===== src/rtl/core/pbsb_pkg.sv =====
`timescale 1ns / 1ps
package pbsb_pkg;

  // Default geometry of the coordinate format
  localparam int COORD_BITS_DEF = 32;
  localparam int FRAC_BITS_DEF  = 16;

  // Internal arithmetic word of the offset computation
  localparam int WORD_BITS = 64;
  localparam int PROD_BITS = 2 * WORD_BITS;
  localparam int MUL_STEPS = WORD_BITS;
  localparam int DIV_STEPS = PROD_BITS;
  localparam int CNT_BITS  = 7;

  // Register widths
  localparam int MAC_BITS      = 31;
  localparam int TOL_BITS      = 16;
  localparam int CFG_IDX_BITS  = 1;
  localparam int CFG_DATA_BITS = 32;
  localparam logic [MAC_BITS-1:0] MAC_RESET = MAC_BITS'(6554);
  localparam logic [TOL_BITS-1:0] TOL_RESET = TOL_BITS'(7);

  // Register indexes
  localparam logic [CFG_IDX_BITS-1:0] REG_MIN_ARC_CHORD   = 1'd0;
  localparam logic [CFG_IDX_BITS-1:0] REG_DIRECTION_TOL   = 1'd1;

  // Offset magnitude limit: 2^40
  localparam int OFS_BITS = 41;
  localparam logic [OFS_BITS-1:0] OFFSET_LIMIT = {1'b1, {(OFS_BITS-1){1'b0}}};

  // Command modes
  localparam logic [1:0] MODE_BEGIN  = 2'd0;
  localparam logic [1:0] MODE_VERTEX = 2'd1;
  localparam logic [1:0] MODE_END    = 2'd2;

  // Datapath operations
  localparam logic [3:0] OP_NONE      = 4'd0;
  localparam logic [3:0] OP_FIRST     = 4'd1;
  localparam logic [3:0] OP_SEG_VTX   = 4'd2;
  localparam logic [3:0] OP_SEG_CLOSE = 4'd3;
  localparam logic [3:0] OP_SETUP     = 4'd4;
  localparam logic [3:0] OP_CHK0      = 4'd5;
  localparam logic [3:0] OP_CHK1      = 4'd6;
  localparam logic [3:0] OP_CHK2      = 4'd7;
  localparam logic [3:0] OP_CHK3      = 4'd8;
  localparam logic [3:0] OP_MUL_LOAD  = 4'd9;
  localparam logic [3:0] OP_MUL_STEP  = 4'd10;
  localparam logic [3:0] OP_PREP      = 4'd11;
  localparam logic [3:0] OP_ROUND     = 4'd12;
  localparam logic [3:0] OP_DIV_STEP  = 4'd13;
  localparam logic [3:0] OP_DIV_DONE  = 4'd14;
  localparam logic [3:0] OP_EMIT      = 4'd15;

  // Operand selection for the shared multiplier and divider
  localparam logic [1:0] SEL_BSQ = 2'd0;
  localparam logic [1:0] SEL_X   = 2'd1;
  localparam logic [1:0] SEL_Y   = 2'd2;

  typedef struct packed {
    logic [3:0] op;
    logic [1:0] sel;
    logic       center;
  } cmd_t;

  typedef struct packed {
    logic is_line;
  } status_t;

endpackage


===== src/rtl/core/pbsb_ctrl.sv =====
`timescale 1ns / 1ps
module pbsb_ctrl (
  input  logic              clk,
  input  logic              rst,
  input  logic              in_valid,
  output logic              in_ready,
  input  logic [1:0]        mode,
  input  logic              closed,
  output logic              out_valid,
  input  logic              out_ready,
  input  pbsb_pkg::status_t status,
  output pbsb_pkg::cmd_t    cmd
);
  import pbsb_pkg::*;

  localparam logic [3:0] S_IDLE   = 4'd0;
  localparam logic [3:0] S_SETUP  = 4'd1;
  localparam logic [3:0] S_CHK0   = 4'd2;
  localparam logic [3:0] S_CHK1   = 4'd3;
  localparam logic [3:0] S_CHK2   = 4'd4;
  localparam logic [3:0] S_CHK3   = 4'd5;
  localparam logic [3:0] S_BRANCH = 4'd6;
  localparam logic [3:0] S_MUL_LD = 4'd7;
  localparam logic [3:0] S_MUL    = 4'd8;
  localparam logic [3:0] S_PREP   = 4'd9;
  localparam logic [3:0] S_ROUND  = 4'd10;
  localparam logic [3:0] S_DIV    = 4'd11;
  localparam logic [3:0] S_DDONE  = 4'd12;
  localparam logic [3:0] S_CENTER = 4'd13;
  localparam logic [3:0] S_FINISH = 4'd14;

  localparam logic [CNT_BITS-1:0] MUL_LAST = CNT_BITS'(MUL_STEPS - 1);
  localparam logic [CNT_BITS-1:0] DIV_LAST = CNT_BITS'(DIV_STEPS - 1);

  logic [3:0]          state, state_next;
  logic [1:0]          phase, phase_next;
  logic [CNT_BITS-1:0] cnt, cnt_next;
  logic                in_polyline, in_polyline_next;
  logic                awaiting_first, awaiting_first_next;
  logic                is_closed, is_closed_next;
  logic                accept, emit;

  assign in_ready = (state == S_IDLE);
  assign accept   = in_valid & in_ready;
  assign emit     = (state == S_FINISH) && (!out_valid || out_ready);

  // Sequence one item through the datapath
  always_comb begin
    state_next          = state;
    phase_next          = phase;
    cnt_next            = cnt;
    in_polyline_next    = in_polyline;
    awaiting_first_next = awaiting_first;
    is_closed_next      = is_closed;
    cmd.op              = OP_NONE;
    cmd.sel             = phase;
    cmd.center          = 1'b0;
    case (state)
      S_IDLE: begin
        if (accept) begin
          case (mode)
            MODE_BEGIN: begin
              in_polyline_next    = 1'b1;
              awaiting_first_next = 1'b1;
              is_closed_next      = closed;
            end
            MODE_VERTEX: begin
              if (awaiting_first) begin
                cmd.op              = OP_FIRST;
                awaiting_first_next = 1'b0;
              end else begin
                cmd.op     = OP_SEG_VTX;
                state_next = S_SETUP;
              end
            end
            MODE_END: begin
              if (in_polyline && is_closed && !awaiting_first) begin
                cmd.op     = OP_SEG_CLOSE;
                state_next = S_SETUP;
              end
              in_polyline_next = 1'b0;
            end
            default: ;
          endcase
        end
      end
      S_SETUP: begin
        cmd.op     = OP_SETUP;
        state_next = S_CHK0;
      end
      S_CHK0: begin
        cmd.op     = OP_CHK0;
        state_next = S_CHK1;
      end
      S_CHK1: begin
        cmd.op     = OP_CHK1;
        state_next = S_CHK2;
      end
      S_CHK2: begin
        cmd.op     = OP_CHK2;
        state_next = S_CHK3;
      end
      S_CHK3: begin
        cmd.op     = OP_CHK3;
        state_next = S_BRANCH;
      end
      S_BRANCH: begin
        phase_next = SEL_BSQ;
        state_next = status.is_line ? S_FINISH : S_MUL_LD;
      end
      S_MUL_LD: begin
        cmd.op     = OP_MUL_LOAD;
        cnt_next   = '0;
        state_next = S_MUL;
      end
      S_MUL: begin
        cmd.op   = OP_MUL_STEP;
        cnt_next = cnt + 1'b1;
        if (cnt == MUL_LAST) begin
          state_next = (phase == SEL_BSQ) ? S_PREP : S_ROUND;
        end
      end
      S_PREP: begin
        cmd.op     = OP_PREP;
        phase_next = SEL_X;
        state_next = S_MUL_LD;
      end
      S_ROUND: begin
        cmd.op     = OP_ROUND;
        cnt_next   = '0;
        state_next = S_DIV;
      end
      S_DIV: begin
        cmd.op   = OP_DIV_STEP;
        cnt_next = cnt + 1'b1;
        if (cnt == DIV_LAST) begin
          state_next = S_DDONE;
        end
      end
      S_DDONE: begin
        cmd.op = OP_DIV_DONE;
        if (phase == SEL_X) begin
          phase_next = SEL_Y;
          state_next = S_MUL_LD;
        end else begin
          state_next = S_CENTER;
        end
      end
      S_CENTER: begin
        cmd.center = 1'b1;
        state_next = S_FINISH;
      end
      S_FINISH: begin
        if (emit) begin
          cmd.op     = OP_EMIT;
          state_next = S_IDLE;
        end
      end
      default: state_next = S_IDLE;
    endcase
  end

  always_ff @(posedge clk) begin
    if (rst) begin
      state          <= S_IDLE;
      phase          <= SEL_BSQ;
      cnt            <= '0;
      in_polyline    <= 1'b0;
      awaiting_first <= 1'b1;
      is_closed      <= 1'b0;
      out_valid      <= 1'b0;
    end else begin
      state          <= state_next;
      phase          <= phase_next;
      cnt            <= cnt_next;
      in_polyline    <= in_polyline_next;
      awaiting_first <= awaiting_first_next;
      is_closed      <= is_closed_next;
      // Hold the result beat until taken
      if (emit) begin
        out_valid <= 1'b1;
      end else if (out_ready) begin
        out_valid <= 1'b0;
      end
    end
  end

endmodule


===== config.mk =====
export PLATFORM = sky130hd
export DESIGN_NAME = pbsb_ctrl
export DESIGN_NICKNAME = d
export VERILOG_FILES = /design/src/rtl/core/pbsb_pkg.sv /design/src/rtl/core/pbsb_ctrl.sv
export SDC_FILE = /design/constraint.sdc
export NUM_CORES = 1
export LEC_CHECK = 0
export BUFFER_PORTS_ARGS = -buffer_cell sky130_fd_sc_hd__buf_2
export CORE_ASPECT_RATIO = 0.8
export CORE_MARGIN = 5
export CORE_UTILIZATION = 50
export CTS_CLUSTER_DIAMETER = 120
export DETAILED_ROUTE_END_ITERATION = 6
export PLACE_DENSITY = 0.82
export REMOVE_ABC_BUFFERS = 1
export SYNTH_ARGS = -nofsm -noshare
export SYNTH_HDL_FRONTEND = slang
export SYNTH_SLANG_ARGS = --single-unit
export TNS_END_PERCENT = 50

===== constraint.sdc =====
create_clock -name clk -period 1.74 [get_ports clk]
set_input_delay 0.522 -clock clk [delete_from_list [all_inputs] [get_ports clk]]
set_output_delay 0.522 -clock clk [all_outputs]
set_load 0.01 [all_outputs]

==> results of run 1 <==
-- worst min-delay path by stage --
stage | end | depth (start not counted) | slack, ns | from
after detailed placement | cnt[6] | 1 | 0.49 | cnt[6]
final | is_closed | 3 | 0.44 | closed
after floorplan | cnt[6] | 1 | 0.45 | cnt[6]
after global placement | cnt[6] | 1 | 0.49 | cnt[6]
after CTS | is_closed | 3 | 0.43 | closed
after global routing | is_closed | 3 | 0.46 | closed
-- Yosys cell counts (2+ instances only) --
cell type  instances
a2111oi_0          2
clkbuf_1           5
dfxtp_1           17
o21a_1             2
mux2i_1            3
a211oi_1           2
nand2b_1           6
nand2_1            6
o21ai_0           10
nand3_1            7
o31ai_1            2
nand3b_1           4
nor3_1             4
ha_1               4
nor2b_1            3
o22ai_1            3
buf_2              4
a21oi_1           17
and3_1             3
nor2_1            14
inv_1              7
-- routing by layer --
layer  GRT usage, %  share of wire [%]
met5              0                  0
met3           7.72                9.2
met1           27.9                 38
met2           46.2                 49
met4           15.8                4.0
-- per-stage QoR --
step | total power (µW) | worst slack [ns] | hold slack (ns) | instance area, µm² | util [%]
after global placement | 1290 | -0.299 | 0.485 | 1420 | 64.0
after detailed placement | 1330 | -0.389 | 0.488 | 1420 | 64.0
after global routing | 1910 | -0.577 | 0.456 | 1640 | 74.2
after floorplan | 987 | -0.294 | 0.450 | 1140 | -
final | 1810 | -0.519 | 0.441 | 1640 | 74.2
after CTS | 1740 | -0.494 | 0.433 | 1600 | 72.0
-- layout make-up --
| type | instances | area, µm² |
|---|---|---|
| Clock buffer | 3 | 22.5 |
| Multi-Input combinational cell | 119 | 852 |
| Tap cell | 25 | 31.3 |
| Sequential cell | 17 | 345 |
| Inverter | 8 | 35.0 |
| Clock inverter | 1 | 7.51 |
| Fill cell | 165 | 572 |
| Timing Repair Buffer | 48 | 349 |
-- logic make-up after synthesis --
logic type,Yosys count
flip-flops,17
AO/OA/AOI/OAI,56
buffers and inverters,18
multiplexers,3
adder cells (fa/ha/maj),4
XOR/XNOR,1
AND/OR/NAND/NOR,55
-- worst reg2reg max path: cells and delay by family, from the launching register on --
| kind | cells | cell delay [ns] |
|---|---|---|
| buffers and inverters | 1 | 0.17 |
| adders and majority gates | 1 | 0.18 |
| AOI/OAI and AO/OA | 2 | 0.55 |
| and+or+nand+nor | 2 | 0.30 |
| DFF | 1 | 0.36 |
-- repair_timing --
item / 4_1_cts / 5_1_grt
pin swaps: 6 / 0
setup endpoints to repair: 8 / 16
setup buffers: 11 / 0
resized for setup: 23 / 13
-- where the power goes --
| group | total, µW | switching (µW) | internal, µW |
|---|---|---|---|
| Clock | 245 | 157 | 88.2 |
| Sequential | 458 | 26.9 | 431 |
| Combinational | 1100 | 601 | 503 |
-- registers in the layout (all words and copies together), names as in the netlist --
register        cells
cnt                 7
state               4
phase               2
awaiting_first      1
in_polyline         1
is_closed           1
out_valid           1
==> impl_metrics.env, run 1 <==
export IMPL_status="finished with violations"
export IMPL_violations="setup timing"
export IMPL_fin_ws_ns=-0.519
export IMPL_dr_first_iter_drc_count=166
export IMPL_crit_path_end="cmd[3]"
export IMPL_detail_route_antenna_nets=0
export IMPL_p_per_area_mw_per_mm2=1100
export IMPL_ioPinCount=17
export IMPL_port_buffers=16
export IMPL_synth_edf_count=0
export IMPL_timing_critical_path_buf_inv=2
export IMPL_vdd_drop_max_mv=0.622
export IMPL_std_cell_rows=15
export IMPL_cp_start_kind="flip-flop"
export IMPL_insertion_delay_ns=0.33
export IMPL_ys_seq_elements=17
export IMPL_ys_types=50
export IMPL_ys_top_cells_by_area="dfxtp_1 29%, a21oi_1 7.2%, nor2_1 4.4%"
export IMPL_grt_pass1_wl_mm=6.63
export IMPL_syn_avg_cell_area_um2=7.73
export IMPL_clk_pin_slew_ns=0.12
export IMPL_initial_core_util_pct=53.7
export IMPL_synth_xor_xnor_area_share_pct=0.736
export IMPL_synthesis_area_mm2=0.00119
export IMPL_antenna_found_initial=0
export IMPL_finalHoldViolations=0
export IMPL_mostFrequentLayoutCells="27 x buf_4, 17 x a21oi_1, 15 x buf_2"
export IMPL_muxShareOfSynthArea_pct=2.52
export IMPL_synth_flop_cell="dfxtp_1"
export IMPL_gr_total_overflow=0
export IMPL_rsz0062_at_grt="yes"
export IMPL_route_detailed_drc=0
export IMPL_min_period_over_period_pct=130
export IMPL_fmax_mhz=443
export IMPL_yosys_area_share_adder_pct=4.21
export IMPL_cp_num_cells=6
export IMPL_grt_pass1_vias=1361
export IMPL_core_area_mm2=0.00221
export IMPL_final_common_cell="buf_4"
export IMPL_critPathSlowestCell="or4_4"
export IMPL_async_flop_share_pct=0
export IMPL_criticalPathCategory="reg2out"
export IMPL_setup_violations=6
export IMPL_hold_buffers=0
export IMPL_min_path_type="in2reg"
export IMPL_cts_buffers=3
export IMPL_cts_root_buffer="clkbuf_4"
export IMPL_slew_headroom_pct=76.2
export IMPL_place_inst=207
export IMPL_r2r_end="state[3]"
export IMPL_wl_per_cell_um=18.5
export IMPL_antenna_cells=0
export IMPL_cts_buffer_depth=2
export IMPL_clock_skew_ns=0.0134
export IMPL_grt_total_usage_pct=26.0
export IMPL_yosys_area_share_simple_pct=26.2
export IMPL_reg2regPathDepth=6
export IMPL_leakagePower_uw=0.000711
export IMPL_synth_warnings=0
export IMPL_cts_num_sinks=17
export IMPL_vias=1435
export IMPL_cp_slowest_stage_delay_ns=0.51
export IMPL_fin_setup_tns_ns=-1.72
export IMPL_max_cap_violations=0
export IMPL_cts_tree="done"
export IMPL_crit_start="state[0]"
export IMPL_synth_cells=154
export IMPL_place_congestion=0.858
export IMPL_instances_no_fill=221
export IMPL_yosysTopAreaCell="dfxtp_1"
export IMPL_area_growth_pct=38.1
export IMPL_synth_compound_area_share_pct=31.0
export IMPL_worstPathArrival_ns=1.74
export IMPL_yosysTopAreaCellShare_pct=28.6
export IMPL_path_cells="or4_4, inv_2, nand3_2, o22ai_1, a21o_1, buf_2"
export IMPL_required_ns=1.22
export IMPL_r2r_start="cnt[1]"
export IMPL_fp_dieH_um=53.6
export IMPL_wirelength_mm=4.09
export IMPL_synth_top_family_by_area="compound AO/OA/AOI/OAI gates"
export IMPL_drive_above_1_share_pct=37.2
export IMPL_die_area_mm2=0.00346
export IMPL_hpwl_mm=2.54
export IMPL_yosysSeqAreaShare_pct=28.6
export IMPL_die_w_um=64.5
export IMPL_cp_end_kind="primary output"
export IMPL_critical_path_max_fanout=2
export IMPL_reg2reg_slack_ns=0.09
export IMPL_grt_max_degree=21
export IMPL_htree_levels=1
export IMPL_first_pass_iters=6
export IMPL_tightest_slew_ns=0.348
export IMPL_critical_path_top_delay_family="simple AND/OR/NAND/NOR gates"
export IMPL_layout_min_cycle_time_ns=2.26
export IMPL_finalMaxSlewViolations=0
export IMPL_drt_vias_per_instance=6.49
export IMPL_fin_nets=209
Power figures use the tool's default switching activity.
==> inputs of run 2 (changes only) <==
--- a/config.mk
+++ b/config.mk
@@ -5,14 +5,16 @@
 export SDC_FILE = /design/constraint.sdc
 export NUM_CORES = 1
 export LEC_CHECK = 0
+export ABC_AREA = 1
 export BUFFER_PORTS_ARGS = -buffer_cell sky130_fd_sc_hd__buf_2
 export CORE_ASPECT_RATIO = 0.8
 export CORE_MARGIN = 5
-export CORE_UTILIZATION = 50
+export CORE_UTILIZATION = 45
 export CTS_CLUSTER_DIAMETER = 120
 export DETAILED_ROUTE_END_ITERATION = 6
-export PLACE_DENSITY = 0.82
+export PLACE_DENSITY = 0.76
 export REMOVE_ABC_BUFFERS = 1
+export SETUP_SLACK_MARGIN = 0.3
 export SYNTH_ARGS = -nofsm -noshare
 export SYNTH_HDL_FRONTEND = slang
 export SYNTH_SLANG_ARGS = --single-unit
==> impl_metrics.env, run 2 <==
export IMPL_synth_top_family_by_area="simple AND/OR/NAND/NOR gates"
export IMPL_drive_above_1_share_pct=48.8
export IMPL_status="finished with violations"
export IMPL_drt_vias_per_instance=5.52
export IMPL_total_power_uw=2300
export IMPL_layout_min_cycle_time_ns=2.02
export IMPL_globalRouteMet3Util_pct=5.59
export IMPL_synth_compound_area_share_pct=18.9
export IMPL_clk_pin_slew_ns=0.10
export IMPL_mostFrequentLayoutCells="34 x nand2_1, 34 x buf_4, 23 x nor2_1"
export IMPL_die_area_mm2=0.00384
export IMPL_hold_buffers=0
export IMPL_place_congestion=0.933
export IMPL_regMostFlops="cnt"
export IMPL_yosys_area_share_simple_pct=39.1
export IMPL_grtUsageMet1_pct=22.5
export IMPL_synthesis_area_mm2=0.00121
export IMPL_gr_total_overflow=0
export IMPL_yosysTopAreaCell="dfxtp_1"
export IMPL_critical_path_max_fanout=6
export IMPL_yosysSeqAreaShare_pct=28.0
export IMPL_finalHoldViolations=0
export IMPL_finalMaxSlewViolations=0
export IMPL_hpwl_mm=2.26
export IMPL_cts_tree="done"
export IMPL_ioPinCount=17
export IMPL_port_buffers=16
export IMPL_utilization_pct=74.8
export IMPL_dr_first_iter_drc_count=129
export IMPL_fmax_mhz=496
export IMPL_die_w_um=68.1
export IMPL_stdcell_area_mm2=0.00189
export IMPL_htree_levels=1
export IMPL_criticalPathCategory="reg2out"
export IMPL_yosysTopAreaCellShare_pct=28.0
export IMPL_p_per_area_mw_per_mm2=1220
export IMPL_ys_seq_elements=17
export IMPL_vias=1578
export IMPL_area_growth_pct=55.5
export IMPL_fp_dieH_um=56.5
export IMPL_max_cap_violations=0
export IMPL_synth_flop_cell="dfxtp_1"
export IMPL_leakagePower_uw=0.000887
export IMPL_busiest_layer="met2"
export IMPL_syn_avg_cell_area_um2=6.19
export IMPL_r2r_start="state[1]"
export IMPL_synth_edf_count=0
export IMPL_ys_types=27
export IMPL_grt_pass1_wl_mm=5.52
export IMPL_insertion_delay_ns=0.29
export IMPL_synth_warnings=0
export IMPL_vdd_drop_max_mv=0.856
export IMPL_yosys_area_share_adder_pct=4.12
export IMPL_rsz0062_at_grt="yes"
export IMPL_min_period_over_period_pct=116
export IMPL_ys_top_cells_by_area="dfxtp_1 28%, nand2_1 14%, nor2_1 9.6%"
export IMPL_cts_root_buffer="clkbuf_4"
export IMPL_required_ns=1.22
export IMPL_min_path_type="in2reg"
export IMPL_synth_top_cells_by_count="46 x nand2_1, 31 x nor2_1, 25 x inv_1, 17 x dfxtp_1, 13 x a21oi_1"
export IMPL_hp_start="closed"
export IMPL_synth_cells=196
export IMPL_grt_util_met2_pct=30.6
export IMPL_grt_max_degree=10
export IMPL_dpl_cell_area_mm2=0.00143
export IMPL_crit_start="state[2]"
export IMPL_violations="setup timing"
export IMPL_cts_num_sinks=17
export IMPL_core_area_mm2=0.00252
export IMPL_fillerInstances=185
export IMPL_cts_buffer_depth=2
export IMPL_setup_violations=6
export IMPL_cts_buffers=3
export IMPL_antenna_found_initial=0
export IMPL_worstPathArrival_ns=1.49
export IMPL_synth_most_common_cell="nand2_1"
export IMPL_muxShareOfSynthArea_pct=0
export IMPL_wirelength_mm=4.28
export IMPL_route_detailed_drc=0
export IMPL_reg_top3="cnt: 7 flops, state: 4 flops, phase: 2 flops"
export IMPL_async_flop_share_pct=0
export IMPL_std_cell_rows=16
export IMPL_cp_start_kind="flip-flop"
export IMPL_detail_route_antenna_nets=0
export IMPL_clock_skew_ns=0.00211
export IMPL_cp_end_kind="primary output"
export IMPL_wl_per_cell_um=15.0
export IMPL_fin_nets=263
export IMPL_largest_reg_flops=7
export IMPL_slew_headroom_pct=77.4
export IMPL_grt_total_usage_pct=18.4
export IMPL_tightest_slew_ns=0.338
export IMPL_synth_xor_xnor_area_share_pct=0
export IMPL_first_pass_iters=5
export IMPL_fin_ws_ns=-0.276
export IMPL_grt_pass1_vias=1319
export IMPL_antenna_cells=0
export IMPL_initial_core_util_pct=48.1
## run 2: changes by cell type after synthesis, moves of 5 or more
cell | before | now
nand2_2 | 0 | 5
inv_1 | 7 | 25
nand3_1 | 7 | 12
nand2_1 | 6 | 46
nand2b_1 | 6 | 0
nor2_2 | 0 | 5
nor2_1 | 14 | 31
inv_2 | 1 | 6
## run 2: cells by family after synthesis
group                    after synthesis
AND/OR/NAND/NOR                      107
AO/OA/AOI/OAI                         36
buffers and inverters                 32
flip-flops                            17
adder cells (fa/ha/maj)                4
## run 2: cell type report
type / count / area, µm² / share of cell area [%]
Multi-Input combinational cell: 147 / 952 / 50.5
Timing Repair Buffer: 51 / 372 / 19.7
Sequential cell: 17 / 360 / 19.1
Inverter: 31 / 131 / 6.96
Tap cell: 36 / 45.0 / 2.39
Clock buffer: 4 / 26.3 / 1.39
## run 2: worst paths after layout
check | to | slack (ns) | depth (start not counted)
max | cmd[4] | -0.28 | 5
min | is_closed | 0.47 | 3
max reg2reg | state[1] | 0.16 | 12
min reg2reg | cnt[3] | 0.47 | 2
## run 2: routing by layer
layer	vias to the layer above	part of all wire, %
li1	751	-
met1	712	38
met2	95	49
met3	20	9.1
met4	0	4.7
met5	-	0
## run 2: timing repair
action	in CTS	in global routing
resized for setup	37	45
endpoints found under the setup margin	18	13
pin swaps	14	19
hold endpoints to repair	0	0
buffers inserted	13	9
## run 2: worst max-delay path, cell delays in order, from the launching register on
cell and delay [ns]:
dfxtp_4 0.42, nor2_4 0.05, buf_4 0.14, a21oi_2 0.22
o2111ai_2 0.19, buf_2 0.18
## run 2: report_power, final
part / switching, µW / total, µW / leakage [µW] / internal [µW]
Combinational: 818 / 1520 / 0.000730 / 705
Sequential: 99.8 / 557 / 0.000143 / 458
Clock: 131 / 220 / 0.0000150 / 89.2
## run 2: per-stage QoR
stage	TNS, ns	hold WS (ns)	setup slack (ns)	cells
6_report	-1.06	0.465	-0.276	286
5_1_grt	-1.38	0.495	-0.338	286
4_1_cts	-0.663	0.466	-0.161	277
3_5_place_dp	-0.639	0.457	-0.198	260
3_3_place_gp	-0.585	0.449	-0.185	260
2_1_floorplan	0	0.433	0.0540	195
==> inputs of run 3 (changes only) <==
--- a/config.mk
+++ b/config.mk
@@ -5,8 +5,9 @@
 export SDC_FILE = /design/constraint.sdc
 export NUM_CORES = 1
 export LEC_CHECK = 0
-export ABC_AREA = 1
+export ABC_AREA = 0
 export BUFFER_PORTS_ARGS = -buffer_cell sky130_fd_sc_hd__buf_2
+export CAP_MARGIN = 5
 export CORE_ASPECT_RATIO = 0.8
 export CORE_MARGIN = 5
 export CORE_UTILIZATION = 45
==> impl_metrics.env, run 3 (same netlist as run 1, synthesis figures left out) <==
export IMPL_dr_first_iter_drc_count=186
export IMPL_min_period_over_period_pct=131
export IMPL_route_detailed_drc=0
export IMPL_min_path_type="in2reg"
export IMPL_wl_per_cell_um=17.6
export IMPL_cp_start_kind="flip-flop"
export IMPL_cts_buffers=3
export IMPL_place_congestion=0.919
export IMPL_antenna_found_initial=0
export IMPL_detail_route_antenna_nets=0
export IMPL_hp_start="closed"
export IMPL_port_buffers=16
export IMPL_critPathSlowestCell="or4_4"
export IMPL_timing_critical_path_buf_inv=2
export IMPL_gr_total_overflow=0
export IMPL_area_growth_pct=49.4
export IMPL_hold_ws_ns=0.432
export IMPL_finalHoldViolations=0
export IMPL_cp_slowest_stage_delay_ns=0.54
export IMPL_wirelength_mm=4.20
export IMPL_critical_path_max_fanout=2
export IMPL_required_ns=1.22
export IMPL_hold_end="is_closed"
export IMPL_hpwl_mm=2.31
export IMPL_worstPathArrival_ns=1.76
export IMPL_regMostFlops="cnt"
export IMPL_path_cells="or4_4, inv_4, nand3_4, o22ai_2, a21o_1, buf_2"
export IMPL_cp_end_kind="primary output"
export IMPL_insertion_delay_ns=0.33
export IMPL_rsz0062_at_grt="yes"
export IMPL_cts_tree="done"
export IMPL_antenna_cells=0
export IMPL_cts_buffer_depth=2
export IMPL_setup_violations=11
export IMPL_grt_max_degree=21
export IMPL_max_cap_violations=0
export IMPL_fin_ws_ns=-0.544
export IMPL_hold_depth=3
export IMPL_grt_pass1_vias=1278
export IMPL_initial_core_util_pct=47.9
export IMPL_layout_min_cycle_time_ns=2.28
export IMPL_std_cell_rows=16
export IMPL_fp_dieH_um=56.0
export IMPL_die_area_mm2=0.00378
export IMPL_fin_nets=215
export IMPL_status="finished with violations"
export IMPL_die_w_um=67.5
export IMPL_drive_above_1_share_pct=43.6
export IMPL_reg2regPathDepth=9
export IMPL_dp_slack_ns=-0.409
export IMPL_htree_levels=1
export IMPL_grt_total_usage_pct=19.0
export IMPL_clock_skew_ns=0.0115
export IMPL_grt_pass1_wl_mm=5.69
export IMPL_final_common_cell="buf_4"
export IMPL_hold_buffers=0
export IMPL_cts_num_sinks=17
export IMPL_vdd_drop_max_mv=0.831
export IMPL_r2r_start="state[0]"
export IMPL_clk_pin_slew_ns=0.13
export IMPL_vias=1466
export IMPL_ioPinCount=17
export IMPL_reg2reg_slack_ns=-0.19
export IMPL_criticalPathCategory="reg2out"
export IMPL_largest_reg_flops=7
export IMPL_drt_vias_per_instance=6.16
export IMPL_finalMaxSlewViolations=0
export IMPL_first_pass_iters=4
export IMPL_cts_root_buffer="clkbuf_4"
export IMPL_reg_top3="cnt: 7 flops, state: 4 flops, phase: 2 flops"
export IMPL_fmax_mhz=438
export IMPL_r2r_end="awaiting_first"
export IMPL_mostFrequentLayoutCells="31 x buf_4, 16 x a21oi_1, 13 x nor2_1, 13 x buf_2, 10 x dfxtp_1"
export IMPL_core_area_mm2=0.00248
export IMPL_critical_path_top_delay_family="simple AND/OR/NAND/NOR gates"
export IMPL_slew_headroom_pct=75.4
export IMPL_violations="setup timing"
export IMPL_tightest_slew_ns=0.360
export IMPL_leakagePower_uw=0.000733
export IMPL_p_per_area_mw_per_mm2=1200
-- run 3: layout make-up --
class                      instances  area, µm²
clock buffer                       3       22.5
clock inverter                     1       7.51
fill                             179        704
inverter                           8       41.3
multi-input combinational        119        898
sequential                        17        349
tap                               36       45.0
timing repair buffer              54        414
-- run 3: worst max path at each step --
stage | startpoint | end | depth (start not counted)
3_5_place_dp | mode[0] | cmd[3] | 8
4_1_cts | state[1] | cmd[3] | 6
5_1_grt | state[1] | cmd[3] | 6
2_1_floorplan | state[0] | cmd[3] | 5
3_3_place_gp | mode[0] | cmd[3] | 8
6_report | state[0] | cmd[3] | 6
-- run 3: what timing repair did --
item                                    4_1_cts  5_1_grt
resized for setup                            26       22
endpoints found under the setup margin       23       22
setup buffers                                 2       17
pin swaps                                     8        1
-- run 3: power by group --
| part | switching, µW | internal, µW | total [µW] |
|---|---|---|---|
| registers | 31.1 | 431 | 462 |
| logic | 684 | 728 | 1410 |
| clock network | 164 | 88.1 | 252 |
-- run 3: per-layer routing --
metal | part of all wire, % | up-vias | GRT usage (%)
li1 | - | 677 | -
met1 | 40 | 682 | 24.7
met2 | 48 | 87 | 30.5
met3 | 8.2 | 20 | 6.06
met4 | 3.3 | 0 | 3.76
met5 | 0 | - | 0
-- run 3: per-stage QoR --
stage / TNS, ns / utilization, % / cell area, µm² / total power, µW / std cells
detailed placement: -1.94 / 56.7 / 1410 / 1310 / 215
CTS: -1.93 / 62.9 / 1560 / 1660 / 221
finish: -2.82 / 71.6 / 1780 / 2130 / 238
floorplan: -0.604 / - / 1140 / 987 / 144
global route: -3.76 / 71.6 / 1780 / 2230 / 238
global placement: -1.50 / 56.7 / 1410 / 1280 / 215
-- run 3: worst reg2reg max path, stage by stage, from the launching register on --
cell     delay (ns)
dfxtp_2        0.36
or4_4          0.54
inv_4          0.08
buf_4          0.10
buf_4          0.09
buf_6          0.09
buf_4          0.10
buf_4          0.10
a32oi_1        0.08
or2_2          0.27
